===== src/tmrle_pkg.sv =====
// ---------------------------------------------------------------------------
// tmrle_pkg
// Shared constants and types of the threshold mono run-length encoder.
// ---------------------------------------------------------------------------
package tmrle_pkg;

  // pixel and frame position widths
  localparam int PIX_W      = 16;
  localparam int POS_W      = 20;

  // configuration port
  localparam int CFG_IDX_W  = 1;
  localparam int CFG_DATA_W = 20;
  localparam logic [CFG_IDX_W-1:0] REG_GREY_THRESHOLD = 1'b0;
  localparam logic [CFG_IDX_W-1:0] REG_FRAME_PIXELS   = 1'b1;

  // register reset values
  localparam logic [PIX_W-1:0] GREY_THRESHOLD_RST = 16'd33808;
  localparam logic [POS_W-1:0] FRAME_PIXELS_RST   = 20'd96000;

  // run colors
  localparam logic COLOR_DARK  = 1'b0;
  localparam logic COLOR_LIGHT = 1'b1;

  // result queue between front and back
  localparam int QDEPTH = 4;
  localparam int QPTR_W = 2;
  localparam int QCNT_W = 3;

  // queue status seen by front and back
  typedef struct packed {
    logic room2;      // at least two free entries
    logic not_empty;  // at least one entry held
  } q_stat_t;

endpackage


===== src/tmrle_if.sv =====
// ---------------------------------------------------------------------------
// tmrle interfaces
// Pixel input channel and run output channel, valid/ready handshake.
// ---------------------------------------------------------------------------
interface tmrle_pix_if;
  import tmrle_pkg::*;
  logic             valid;
  logic             ready;
  logic [PIX_W-1:0] pixel;

  modport source (output valid, output pixel, input ready);
  modport sink   (input valid, input pixel, output ready);
endinterface

interface tmrle_run_if #(
  parameter int RUN_W = 16
);
  logic             valid;
  logic             ready;
  logic [RUN_W-1:0] run_length;
  logic             run_color;
  logic             frame_end;

  modport source (output valid, output run_length, output run_color, output frame_end,
                  input ready);
  modport sink   (input valid, input run_length, input run_color, input frame_end,
                  output ready);
endinterface


===== src/threshold_mono_run_length_encoder.sv =====
// ---------------------------------------------------------------------------
// threshold_mono_run_length_encoder
// Thresholds RGB565 pixels to dark/light and emits alternating run lengths.
// ---------------------------------------------------------------------------
//  channel   dir  payload                              handshake
//  pix_i     in   pixel[15:0]                          valid/ready
//  run_o     out  run_length, run_color, frame_end     valid/ready
//  cfg       in   cfg_idx_i, cfg_data_i[19:0]          cfg_we_i, no wait
//
// One pixel per clock while pix_i.ready is high: the front does the compare and run-count
// increment in the accepting cycle and pushes 0..2 runs into a 4-entry queue.
// A run passes from the queue through the output register of tmrle_back to run_o.
// pix_i.ready drops while the queue has fewer than two free entries.
// Reset restores the run state and both registers; no clearing pass.
// ---------------------------------------------------------------------------
module threshold_mono_run_length_encoder
  import tmrle_pkg::*;
#(
  parameter int RUN_WIDTH = 16
) (
  input  logic                  clk_i,
  input  logic                  rst_ni,
  input  logic                  cfg_we_i,
  input  logic [CFG_IDX_W-1:0]  cfg_idx_i,
  input  logic [CFG_DATA_W-1:0] cfg_data_i,
  tmrle_pix_if.sink             pix_i,
  tmrle_run_if.source           run_o
);

  q_stat_t              q_stat;
  logic [1:0]           push_cnt;
  logic [RUN_WIDTH+1:0] push0;
  logic [RUN_WIDTH+1:0] push1;
  logic [RUN_WIDTH+1:0] head;
  logic                 pop;

  // classify and count
  tmrle_front #(.RUN_WIDTH(RUN_WIDTH)) u_front (
    .clk_i      (clk_i),
    .rst_ni     (rst_ni),
    .cfg_we_i   (cfg_we_i),
    .cfg_idx_i  (cfg_idx_i),
    .cfg_data_i (cfg_data_i),
    .in_valid_i (pix_i.valid),
    .in_ready_o (pix_i.ready),
    .pixel_i    (pix_i.pixel),
    .q_stat_i   (q_stat),
    .push_cnt_o (push_cnt),
    .push0_o    (push0),
    .push1_o    (push1)
  );

  // decoupling queue
  tmrle_queue #(.RUN_WIDTH(RUN_WIDTH)) u_queue (
    .clk_i      (clk_i),
    .rst_ni     (rst_ni),
    .push_cnt_i (push_cnt),
    .push0_i    (push0),
    .push1_i    (push1),
    .pop_i      (pop),
    .head_o     (head),
    .q_stat_o   (q_stat)
  );

  // output register
  tmrle_back #(.RUN_WIDTH(RUN_WIDTH)) u_back (
    .clk_i        (clk_i),
    .rst_ni       (rst_ni),
    .q_stat_i     (q_stat),
    .head_i       (head),
    .pop_o        (pop),
    .out_valid_o  (run_o.valid),
    .out_ready_i  (run_o.ready),
    .run_length_o (run_o.run_length),
    .run_color_o  (run_o.run_color),
    .frame_end_o  (run_o.frame_end)
  );

endmodule


===== src/tmrle_front.sv =====
// ---------------------------------------------------------------------------
// tmrle_front
// Accepts pixels, classifies them and tracks the open run; emits up to two
// run entries per pixel into the result queue.
// ---------------------------------------------------------------------------
module tmrle_front
  import tmrle_pkg::*;
#(
  parameter int RUN_WIDTH = 16
) (
  input  logic                    clk_i,
  input  logic                    rst_ni,
  // configuration
  input  logic                    cfg_we_i,
  input  logic [CFG_IDX_W-1:0]    cfg_idx_i,
  input  logic [CFG_DATA_W-1:0]   cfg_data_i,
  // pixel transaction
  input  logic                    in_valid_i,
  output logic                    in_ready_o,
  input  logic [PIX_W-1:0]        pixel_i,
  // queue push side
  input  q_stat_t                 q_stat_i,
  output logic [1:0]              push_cnt_o,
  output logic [RUN_WIDTH+1:0]    push0_o,
  output logic [RUN_WIDTH+1:0]    push1_o
);

  localparam logic [RUN_WIDTH-1:0] RunLimit = {RUN_WIDTH{1'b1}};
  localparam logic [RUN_WIDTH-1:0] RunOne   = {{(RUN_WIDTH-1){1'b0}}, 1'b1};
  localparam logic [POS_W-1:0]     PosOne   = {{(POS_W-1){1'b0}}, 1'b1};

  logic [PIX_W-1:0]     thresh_q;
  logic [POS_W-1:0]     frame_q;
  logic                 exp_q, exp_d;
  logic [RUN_WIDTH-1:0] run_q, run_d;
  logic [POS_W-1:0]     pos_q, pos_d;

  logic                 accept;
  logic                 color;
  logic                 last;
  logic                 chg;
  logic                 exp_a;
  logic [RUN_WIDTH-1:0] cnt_a;
  logic [RUN_WIDTH-1:0] cnt_b;
  logic                 sat;
  logic                 emit2;
  logic [RUN_WIDTH+1:0] ent_chg;
  logic [RUN_WIDTH+1:0] ent_run;

  assign in_ready_o = q_stat_i.room2;
  assign accept     = in_valid_i && in_ready_o;

  // classify and advance the open run
  always_comb begin
    color   = (pixel_i < thresh_q) ? COLOR_DARK : COLOR_LIGHT;
    last    = ((pos_q + PosOne) == frame_q);
    chg     = (color != exp_q);
    exp_a   = chg ? ~exp_q : exp_q;
    cnt_a   = chg ? '0 : run_q;
    cnt_b   = cnt_a + RunOne;
    sat     = (cnt_b == RunLimit);
    emit2   = sat || last;
    ent_chg = {run_q, exp_q, 1'b0};
    ent_run = {cnt_b, exp_a, last};
  end

  // order the entries for the queue
  always_comb begin
    push0_o    = chg ? ent_chg : ent_run;
    push1_o    = ent_run;
    push_cnt_o = 2'd0;
    if (accept) begin
      push_cnt_o = {1'b0, chg} + {1'b0, emit2};
    end
  end

  // next run state
  always_comb begin
    exp_d = exp_q;
    run_d = run_q;
    pos_d = pos_q;
    if (accept) begin
      if (last) begin
        exp_d = COLOR_DARK;
        run_d = '0;
        pos_d = '0;
      end else begin
        exp_d = sat ? ~exp_a : exp_a;
        run_d = sat ? '0 : cnt_b;
        pos_d = pos_q + PosOne;
      end
    end
  end

  always_ff @(posedge clk_i or negedge rst_ni) begin
    if (!rst_ni) begin
      exp_q <= COLOR_DARK;
      run_q <= '0;
      pos_q <= '0;
    end else begin
      exp_q <= exp_d;
      run_q <= run_d;
      pos_q <= pos_d;
    end
  end

  // configuration registers
  always_ff @(posedge clk_i or negedge rst_ni) begin
    if (!rst_ni) begin
      thresh_q <= GREY_THRESHOLD_RST;
      frame_q  <= FRAME_PIXELS_RST;
    end else if (cfg_we_i) begin
      case (cfg_idx_i)
        REG_GREY_THRESHOLD: thresh_q <= cfg_data_i[PIX_W-1:0];
        REG_FRAME_PIXELS:   frame_q  <= cfg_data_i[POS_W-1:0];
        default: ;
      endcase
    end
  end

endmodule


===== src/tmrle_queue.sv =====
// ---------------------------------------------------------------------------
// tmrle_queue
// Short result queue: up to two pushes and one pop per cycle.
// ---------------------------------------------------------------------------
module tmrle_queue
  import tmrle_pkg::*;
#(
  parameter int RUN_WIDTH = 16
) (
  input  logic                 clk_i,
  input  logic                 rst_ni,
  input  logic [1:0]           push_cnt_i,
  input  logic [RUN_WIDTH+1:0] push0_i,
  input  logic [RUN_WIDTH+1:0] push1_i,
  input  logic                 pop_i,
  output logic [RUN_WIDTH+1:0] head_o,
  output q_stat_t              q_stat_o
);

  localparam logic [QPTR_W-1:0] PtrOne  = {{(QPTR_W-1){1'b0}}, 1'b1};
  localparam logic [QCNT_W-1:0] RoomMax = QCNT_W'(QDEPTH - 2);

  logic [RUN_WIDTH+1:0] mem_q [QDEPTH];
  logic [QPTR_W-1:0]    wptr_q, wptr_d;
  logic [QPTR_W-1:0]    rptr_q, rptr_d;
  logic [QCNT_W-1:0]    cnt_q, cnt_d;

  assign head_o             = mem_q[rptr_q];
  assign q_stat_o.room2     = (cnt_q <= RoomMax);
  assign q_stat_o.not_empty = (cnt_q != '0);

  // pointer and fill level
  always_comb begin
    wptr_d = wptr_q + QPTR_W'(push_cnt_i);
    rptr_d = pop_i ? rptr_q + PtrOne : rptr_q;
    cnt_d  = cnt_q + QCNT_W'(push_cnt_i) - QCNT_W'(pop_i);
  end

  always_ff @(posedge clk_i or negedge rst_ni) begin
    if (!rst_ni) begin
      wptr_q <= '0;
      rptr_q <= '0;
      cnt_q  <= '0;
    end else begin
      wptr_q <= wptr_d;
      rptr_q <= rptr_d;
      cnt_q  <= cnt_d;
    end
  end

  // entry storage
  always_ff @(posedge clk_i) begin
    if (push_cnt_i != 2'd0) begin
      mem_q[wptr_q] <= push0_i;
    end
    if (push_cnt_i == 2'd2) begin
      mem_q[wptr_q + PtrOne] <= push1_i;
    end
  end

endmodule


===== src/tmrle_back.sv =====
// ---------------------------------------------------------------------------
// tmrle_back
// Drains the result queue into the output register of the run channel.
// ---------------------------------------------------------------------------
module tmrle_back
  import tmrle_pkg::*;
#(
  parameter int RUN_WIDTH = 16
) (
  input  logic                 clk_i,
  input  logic                 rst_ni,
  input  q_stat_t              q_stat_i,
  input  logic [RUN_WIDTH+1:0] head_i,
  output logic                 pop_o,
  output logic                 out_valid_o,
  input  logic                 out_ready_i,
  output logic [RUN_WIDTH-1:0] run_length_o,
  output logic                 run_color_o,
  output logic                 frame_end_o
);

  logic                 valid_q, valid_d;
  logic [RUN_WIDTH+1:0] data_q;

  // refill the output register whenever it empties or is taken
  assign pop_o = q_stat_i.not_empty && (!valid_q || out_ready_i);

  always_comb begin
    valid_d = valid_q;
    if (pop_o) begin
      valid_d = 1'b1;
    end else if (out_ready_i) begin
      valid_d = 1'b0;
    end
  end

  always_ff @(posedge clk_i or negedge rst_ni) begin
    if (!rst_ni) begin
      valid_q <= 1'b0;
    end else begin
      valid_q <= valid_d;
    end
  end

  always_ff @(posedge clk_i) begin
    if (pop_o) begin
      data_q <= head_i;
    end
  end

  assign out_valid_o  = valid_q;
  assign run_length_o = data_q[RUN_WIDTH+1:2];
  assign run_color_o  = data_q[1];
  assign frame_end_o  = data_q[0];

endmodule


===== src/flat_wrapper.sv =====
// flat-port wrapper written by rule: the top's interface ports become plain ports
module threshold_mono_run_length_encoder_flat import tmrle_pkg::*;
#(
  parameter int RUN_WIDTH = 16
)
  (clk_i, rst_ni, cfg_we_i, cfg_idx_i, cfg_data_i, pix_i_valid, pix_i_pixel, pix_i_ready, run_o_valid, run_o_run_length, run_o_run_color, run_o_frame_end, run_o_ready);
  tmrle_pix_if pix_i_i ();
  tmrle_run_if #(.RUN_W((16))) run_o_i ();
  input  logic clk_i;
  input  logic rst_ni;
  input  logic cfg_we_i;
  input  logic [CFG_IDX_W-1:0] cfg_idx_i;
  input  logic [CFG_DATA_W-1:0] cfg_data_i;
  input wire logic [$bits(pix_i_i.valid)-1:0] pix_i_valid;
  input wire logic [$bits(pix_i_i.pixel)-1:0] pix_i_pixel;
  output wire logic [$bits(pix_i_i.ready)-1:0] pix_i_ready;
  output wire logic [$bits(run_o_i.valid)-1:0] run_o_valid;
  output wire logic [$bits(run_o_i.run_length)-1:0] run_o_run_length;
  output wire logic [$bits(run_o_i.run_color)-1:0] run_o_run_color;
  output wire logic [$bits(run_o_i.frame_end)-1:0] run_o_frame_end;
  input wire logic [$bits(run_o_i.ready)-1:0] run_o_ready;
  assign pix_i_i.valid = pix_i_valid;
  assign pix_i_i.pixel = pix_i_pixel;
  assign pix_i_ready = pix_i_i.ready;
  assign run_o_valid = run_o_i.valid;
  assign run_o_run_length = run_o_i.run_length;
  assign run_o_run_color = run_o_i.run_color;
  assign run_o_frame_end = run_o_i.frame_end;
  assign run_o_i.ready = run_o_ready;
  threshold_mono_run_length_encoder #(.RUN_WIDTH(RUN_WIDTH)) u_core (.clk_i(clk_i), .rst_ni(rst_ni), .cfg_we_i(cfg_we_i), .cfg_idx_i(cfg_idx_i), .cfg_data_i(cfg_data_i), .pix_i(pix_i_i), .run_o(run_o_i));
endmodule

===== config.mk =====
export PLATFORM = sky130hd
export DESIGN_NAME = threshold_mono_run_length_encoder_flat
export DESIGN_NICKNAME = d
export VERILOG_FILES = /design/src/tmrle_pkg.sv /design/src/tmrle_if.sv /design/src/threshold_mono_run_length_encoder.sv /design/src/tmrle_front.sv /design/src/tmrle_queue.sv /design/src/tmrle_back.sv /design/src/flat_wrapper.sv
export SDC_FILE = /design/constraint.sdc
export NUM_CORES = 1
export LEC_CHECK = 0
export ABC_AREA = 1
export ABC_CLOCK_PERIOD_IN_PS = 6500
export BUFFER_PORTS_ARGS = -buffer_cell sky130_fd_sc_hd__buf_4
export CORE_MARGIN = 1
export CORE_UTILIZATION = 53
export DETAILED_ROUTE_END_ITERATION = 6
export PLACE_DENSITY = 0.82
export SKIP_LAST_GASP = 1
export SLEW_MARGIN = 20
export SYNTH_ARGS = -nofsm -noshare
export SYNTH_HDL_FRONTEND = slang
export SYNTH_SLANG_ARGS = --single-unit

===== constraint.sdc =====
create_clock -name clk_i -period 6.5 [get_ports clk_i]
set_input_delay 0.65 -clock clk_i [delete_from_list [all_inputs] [get_ports clk_i]]
set_output_delay 0.65 -clock clk_i [all_outputs]
set_load 0.01 [all_outputs]

Yosys cells after proc, flatten, opt, wreduce, memory -nomap -nowiden

Memory sizes are Yosys's and may differ from the RTL's. A register that Yosys moved wholly into a read port is not among the register bits.
Cells that the tools add are included.

Bits in writable memories: 72
Word-level logic and storage cells: 53
Register bits: 81
Output and inout bits: 20
Input port bits: 42
Memories: 1

Muxes and demuxes: 16
Add/sub/neg operators: 8
Reduce and logical (&&, ||, !) cells: 10
Bitwise logic cells: 3
Eq/ne operators: 4
Order comparisons: 2

Memory list:

| name                 | depth | width | read ports | clocked after Yosys merged registers in | wr ports | RTL line          | source |
|---|---|---|---|---|---|---|---|
| u_core.u_queue.mem_q | 4     | 18    | 1          | 1                                       | 2        | tmrle_queue.sv:23 | `logic [RUN_WIDTH+1:0] mem_q [QDEPTH];` |

Operators by type and width:

| operator                                                       | number |
|---|---|
| two-way mux 16 bit                                             | 3 |
| adder 20 x 1 -> 20 bit, second input constant                  | 1 |
| == test 20 bit                                                 | 1 |
| two-way mux 20 bit                                             | 1 |
| two-way mux 18 bit                                             | 1 |
| adder 16 x 1 -> 16 bit, second input constant                  | 1 |
| == test 16 bit, second input constant                          | 1 |
| < comparator 16 bit                                            | 1 |
| two-way mux 1 bit                                              | 10 |
| adder 2 x 1 -> 2 bit, second input constant                    | 2 |
| AND reduction 2 bit                                            | 2 |
| nonzero test 2 bit                                             | 2 |
| adder 3 x 2 -> 3 bit                                           | 1 |
| less-or-equal comparator 3 x 2 -> 1 bit, second input constant | 1 |
| NOT 1 bit                                                      | 3 |
| nonzero test 3 bit                                             | 1 |
| subtractor 3 x 1 -> 3 bit                                      | 1 |
| adder 1 x 1 -> 2 bit                                           | 1 |
| adder 2 bit                                                    | 1 |
| == test 2 bit, second input constant                           | 1 |
| logical AND 1 bit                                              | 2 |
| logical OR 1 bit                                               | 2 |
| two-way mux 2 bit                                              | 1 |
| logical NOT 1 bit                                              | 1 |
| inequality test 1 bit                                          | 1 |

Logic depth before layout (Yosys ltp)

Depth in word-level cells: 12
Depth in mapped cells: 37
Depth with buffers taken out: 34

Hierarchy

Synthesis repeated with hierarchy kept, for this count alone.

Cell total of the unflattened synthesis: 1385
Area, all modules: 10467.5 µm²

By module, submodules not included:

| module      | seq. area each (µm²) | cells an instance | instances | area each (µm²) |
|---|---|---|---|---|
| tmrle_front | 1839.3               | 802               | 1         | 5362.6 |
| tmrle_queue | 2337.2               | 559               | 1         | 4515.6 |
| tmrle_back  | 565.5                | 24                | 1         | 589.3 |

Worst setup path before layout

No wires, ideal clock.

Path kind: input to register
From: input pix_i_pixel[1]
To: memory u_core.u_queue.mem_q[0][0] in the netlist's numbering, enable pin
Data required time: 6082 ps
Path buffers: 3
Arrival time: 5587 ps
Setup slack: 495 ps
Library setup time: 418 ps
Stages: 26
Path through: ha_1 > o21a_1 > o211ai_1 > nand2_1 > a31oi_1 > o21ai_0 > nand2_1 > nand2_1 > ha_1 > inv_2 > buf_4 > buf_2 > ha_1 > ha_1 > nand4_1 > nor2_2 > nand3_1 > nand2_1 > and2_4 > nor2_1 > nand3_2 > buf_6 > nand2_1 > ha_1 > o21ai_0 > o21ai_0

RTL lines:

| item            | RTL line           | source |
|---|---|---|
| start, declared | flat_wrapper.sv:15 | `input wire logic [$bits(pix_i_i.pixel)-1:0] pix_i_pixel;` |
| end, declared   | tmrle_queue.sv:23  |  |

Worst setup path after layout

From: register u_core.u_front.thresh_q[15]
To: register u_core.u_queue.cnt_q[2]

Cells in the longest elaborated chain, start to end: 11

Ends and longest elaborated chain:

| item                          | RTL line           | source |
|---|---|---|
| start, declared               | tmrle_front.sv:32  | `logic [PIX_W-1:0] thresh_q;` |
| start signal, assigned        | tmrle_front.sv:114 | `REG_GREY_THRESHOLD: thresh_q <= cfg_data_i[PIX_W-1:0];` |
| < comparator 16 bit (*)       | tmrle_front.sv:55  | `color = (pixel_i < thresh_q) ? COLOR_DARK : COLOR_LIGHT;` |
| two-way mux 1 bit (*)         | tmrle_front.sv:55  |  |
| inequality test 1 bit (*)     | tmrle_front.sv:57  | `chg = (color != exp_q);` |
| two-way mux 16 bit            | tmrle_front.sv:59  | `cnt_a = chg ? '0 : run_q;` |
| adder 16 x 1 -> 16 bit        | tmrle_front.sv:60  | `cnt_b = cnt_a + RunOne;` |
| == test 16 bit                | tmrle_front.sv:61  | `sat = (cnt_b == RunLimit);` |
| logical OR 1 bit              | tmrle_front.sv:62  | `emit2 = sat \|\| last;` |
| adder 1 x 1 -> 2 bit (*)      | tmrle_front.sv:73  | `push_cnt_o = {1'b0, chg} + {1'b0, emit2};` |
| two-way mux 2 bit (*)         | tmrle_front.sv:72  | `if (accept) begin` |
| adder 3 x 2 -> 3 bit (*)      | tmrle_queue.sv:36  | `cnt_d = cnt_q + QCNT_W'(push_cnt_i) - QCNT_W'(pop_i);` |
| subtractor 3 x 1 -> 3 bit (*) | tmrle_queue.sv:36  |  |
| net u_core.u_queue.cnt_d[2]   | tmrle_queue.sv:26  | `logic [QCNT_W-1:0] cnt_q, cnt_d;` |
| end signal, assigned          | tmrle_queue.sv:47  | `cnt_q <= cnt_d;` |
| end, declared                 | tmrle_queue.sv:26  |  |

Mark *: on every way through the listed nets, which the timed path passes. The rest lies on a longest branch.
A chain may end at the register's enable or synchronous reset.

==> results.sh <==
export IMPL_path_clk_slew_ps=70
export IMPL_finalWeightedCongestion=0.905
export IMPL_hold_path_class="input pin to asynchronous set/reset pin"
export IMPL_first_iter_violations=569
export IMPL_cts_htree_levels=4
export IMPL_avgSynthCellArea_um2=8.40
export IMPL_firstDrtPassIters=6
export IMPL_postCtsSetupBuffers=0
export IMPL_slowest_stage="dfstp_2"
export IMPL_pwr_share_clk_pct=26.2
export IMPL_setup_viol=0
export IMPL_clockRootBuffer="clkbuf_16"
export IMPL_crit_fanout=13
export IMPL_ys_warn_count=0
export IMPL_grt_usage_pct=23.7
export IMPL_cts_sinks=171
export IMPL_routedWlPerCell_um=14.5
export IMPL_die_h_um=134
export IMPL_ys_ff_latch=171
export IMPL_cts_path_max_buffers=2
export IMPL_end_kind="register"
export IMPL_finClkSkew_ps=14.8
export IMPL_yosys_area_top_type="edfxtp_1"
export IMPL_final_nets=1223
export IMPL_synth_common_cells="262 x nand2_1, 148 x o21ai_0, 143 x inv_1"
export IMPL_place_ws_ps=725
export IMPL_slew_viol_final=0
export IMPL_intPower_uw=2350
export IMPL_synthArstFlopShare_pct=47.4
export IMPL_synth_area_leaders="edfxtp_1 29%, dfrtp_1 19%, nand2_1 11%, o21ai_0 8.0%, inv_1 5.8%"
export IMPL_antenna_found_initial=0
export IMPL_drt_total_wl_um=20200
export IMPL_drtAntennaViolNets=0
export IMPL_ctsHoldBuffers=0
export IMPL_slew_headroom_pct=36.4
export IMPL_cts_resized=0
export IMPL_n_antenna_cell=0
export IMPL_path_class="register to register"
export IMPL_num_vias=7522
export IMPL_path_common_cell="ha_1"
export IMPL_comb_power_share_pct=32.4
export IMPL_outcome="complete, no violations"
export IMPL_worst_ir_drop_vdd_uv=271
export IMPL_ys_flop_type="edfxtp_1"
export IMPL_p_leak_uw=0.00455
export IMPL_fin_setup_tns_ps=0
export IMPL_finalWorstSetupSlack_ps=995
export IMPL_cts_buffers=17
export IMPL_fp_dieW_um=134
export IMPL_rrSetupSlack_ps=1000
export IMPL_yosysTopAreaCellShare_pct=29.3
export IMPL_drc=0
export IMPL_top_usage_layer="met2"
export IMPL_cts_tree="yes"
export IMPL_cp_start_kind="register"
export IMPL_start_util_pct=54.9
export IMPL_p_per_area_nw_per_um2=359
export IMPL_syn_area_um2=9230
export IMPL_drive_above_1_share_pct=14.1
export IMPL_worst_pin_slew_ps=954
export IMPL_grt_max_degree=78
export IMPL_grt_pass1_wl_um=33600
export IMPL_reg2regPathDepth=30
export IMPL_io_buffer_count=61
export IMPL_seq_area_frac_synth_pct=51.4
export IMPL_p_switching_uw=1410
export IMPL_grt_use_met3_pct=4.38
export IMPL_cap_violations=0
export IMPL_grt_pass1_vias=7129
export IMPL_use_met1_pct=28.9
export IMPL_ioPinCount=62
export IMPL_grt_overflow=0
export IMPL_netlist_instances=1098
export IMPL_r2r_start="u_core.u_front.thresh_q[15]"
export IMPL_switching_share_pct=37.6
export IMPL_cp_arrival_ps=5860
export IMPL_yosysMostFrequentCell="nand2_1"
export IMPL_hpwl_um=14000
export IMPL_core_um2=16800
export IMPL_worstReg2RegEnd="u_core.u_queue.cnt_q[2]"
export IMPL_syn_num_nets=1167
export IMPL_rows=47
export IMPL_rsz0062_at_grt="false"
export IMPL_min_period_ps=5500
export IMPL_hold_violations=0
export IMPL_nFillCells=1414
export IMPL_via_per_inst=5.42
export IMPL_fmax_mhz=182
export IMPL_dieArea_um2=17900
export IMPL_synth_cell_types=39
export IMPL_use_met2_pct=41.8
export IMPL_critPathRequiredTime_ps=6860
export IMPL_clk_latency_ps=440
export IMPL_area_growth_syn_to_layout_pct=13.4
export IMPL_p_seq_share_pct=41.4
export IMPL_finalCritPeriodShare_pct=84.7
export IMPL_cp_slowest_stage_delay_ps=530
export IMPL_synth_edff_count=90
-- worst max-delay path, delay by kind of cell (launching register included) --
family          cells  cell delay (ps)
buf+inv             7              490
fa+ha+maj           8             2210
flops               1              530
simple gates       10             1340
xor+xnor            2              350
compound gates      3              480
-- power groups by stage --
stage               combinational, uW  sequential [uW]  clock [uW]
CTS                              1220             1560         990
global placement                 1160             1570           0
finish                           1220             1560         983
detailed placement               1210             1570           0
floorplan                         814             1570           0
global route                     1370             1580        1040
-- cell usage in the layout (no fill, tap or decap), types with 4 or more instances in the layout --
| master | netlist | layout |
|---|---|---|
| nand3_1 | 59 | 59 |
| dfstp_2 | 10 | 10 |
| xnor2_1 | 4 | 4 |
| buf_4 | 1 | 75 |
| nor2_1 | 119 | 119 |
| nand2_1 | 262 | 262 |
| o21ai_0 | 148 | 144 |
| nand2_2 | 8 | 8 |
| dfrtp_1 | 71 | 71 |
| inv_1 | 143 | 143 |
| nand3_2 | 19 | 19 |
| o21ai_1 | 6 | 10 |
| o31ai_1 | 4 | 4 |
| o22ai_1 | 18 | 18 |
| nand4_1 | 12 | 12 |
| a21oi_1 | 16 | 15 |
| edfxtp_1 | 90 | 90 |
| nor2_2 | 10 | 10 |
| ha_1 | 26 | 26 |
| xor2_1 | 12 | 12 |
| clkbuf_16 | 0 | 17 |
| nor2_4 | 4 | 4 |
-- cells by family (layout without fill, tap and decap cells) --
logic type / Yosys count / in the layout / synth area share [%]
buf+inv: 184 / 253 / 7.99
xor+xnor: 17 / 17 / 1.76
mux: 1 / 1 / 0.122
simple gates: 501 / 501 / 23.8
flops: 171 / 171 / 51.4
fa+ha+maj: 27 / 27 / 3.74
compound gates: 197 / 197 / 11.2
-- cell type report --
| class | count | area [um2] | share of cell area, % |
|---|---|---|---|
| Clock inverter | 15 | 155 | 1.48 |
| Inverter | 146 | 548 | 5.24 |
| Clock buffer | 17 | 425 | 4.07 |
| Multi-Input combinational cell | 743 | 3750 | 35.9 |
| Timing Repair Buffer | 75 | 563 | 5.38 |
| Sequential cell | 171 | 4740 | 45.3 |
| Tap cell | 220 | 275 | 2.63 |
-- registers in the layout, summed over array words and instances, names as in the netlist --
name                       flops
u_core.u_queue.cnt_q           3
u_core.u_queue.wptr_q          2
u_core.u_front.run_q          16
u_core.u_back.data_q          18
u_core.u_back.out_valid_o      1
u_core.u_front.frame_q        20
u_core.u_front.thresh_q       16
u_core.u_queue.rptr_q          2
u_core.u_front.exp_q           1
u_core.u_front.pos_q          20
u_core.u_queue.mem_q          72
-- worst max-delay path by stage --
stage	from	to
finish	u_core.u_front.thresh_q[15]	u_core.u_queue.cnt_q[2]
global route	u_core.u_front.thresh_q[15]	u_core.u_queue.cnt_q[2]
CTS	u_core.u_front.thresh_q[15]	u_core.u_queue.cnt_q[2]
detailed placement	pix_i_pixel[1]	u_core.u_queue.cnt_q[2]
global placement	pix_i_pixel[1]	u_core.u_queue.cnt_q[2]
floorplan	pix_i_pixel[1]	u_core.u_queue.mem_q[0][0]
-- metal layers --
layer	wire [um]	share of wire (%)
met4	361	1.8
met1	8540	42
met5	0	0
met3	1000	5.0
met2	10300	51
-- metrics by stage --
stage | std cells | area, um2 | hold WS [ps] | utilization [%] | power [uW]
after CTS | 1387 | 10500 | 8.97 | 62.2 | 3760
after detailed placement | 1355 | 9880 | 472 | 58.7 | 2780
final | 1387 | 10500 | 19.3 | 62.2 | 3760
after floorplan | 1098 | 9230 | 354 | - | 2380
after global routing | 1387 | 10500 | 5.98 | 62.2 | 3990
after global placement | 1355 | 9880 | 462 | 58.7 | 2730
(Power assumes the default switching activity.)
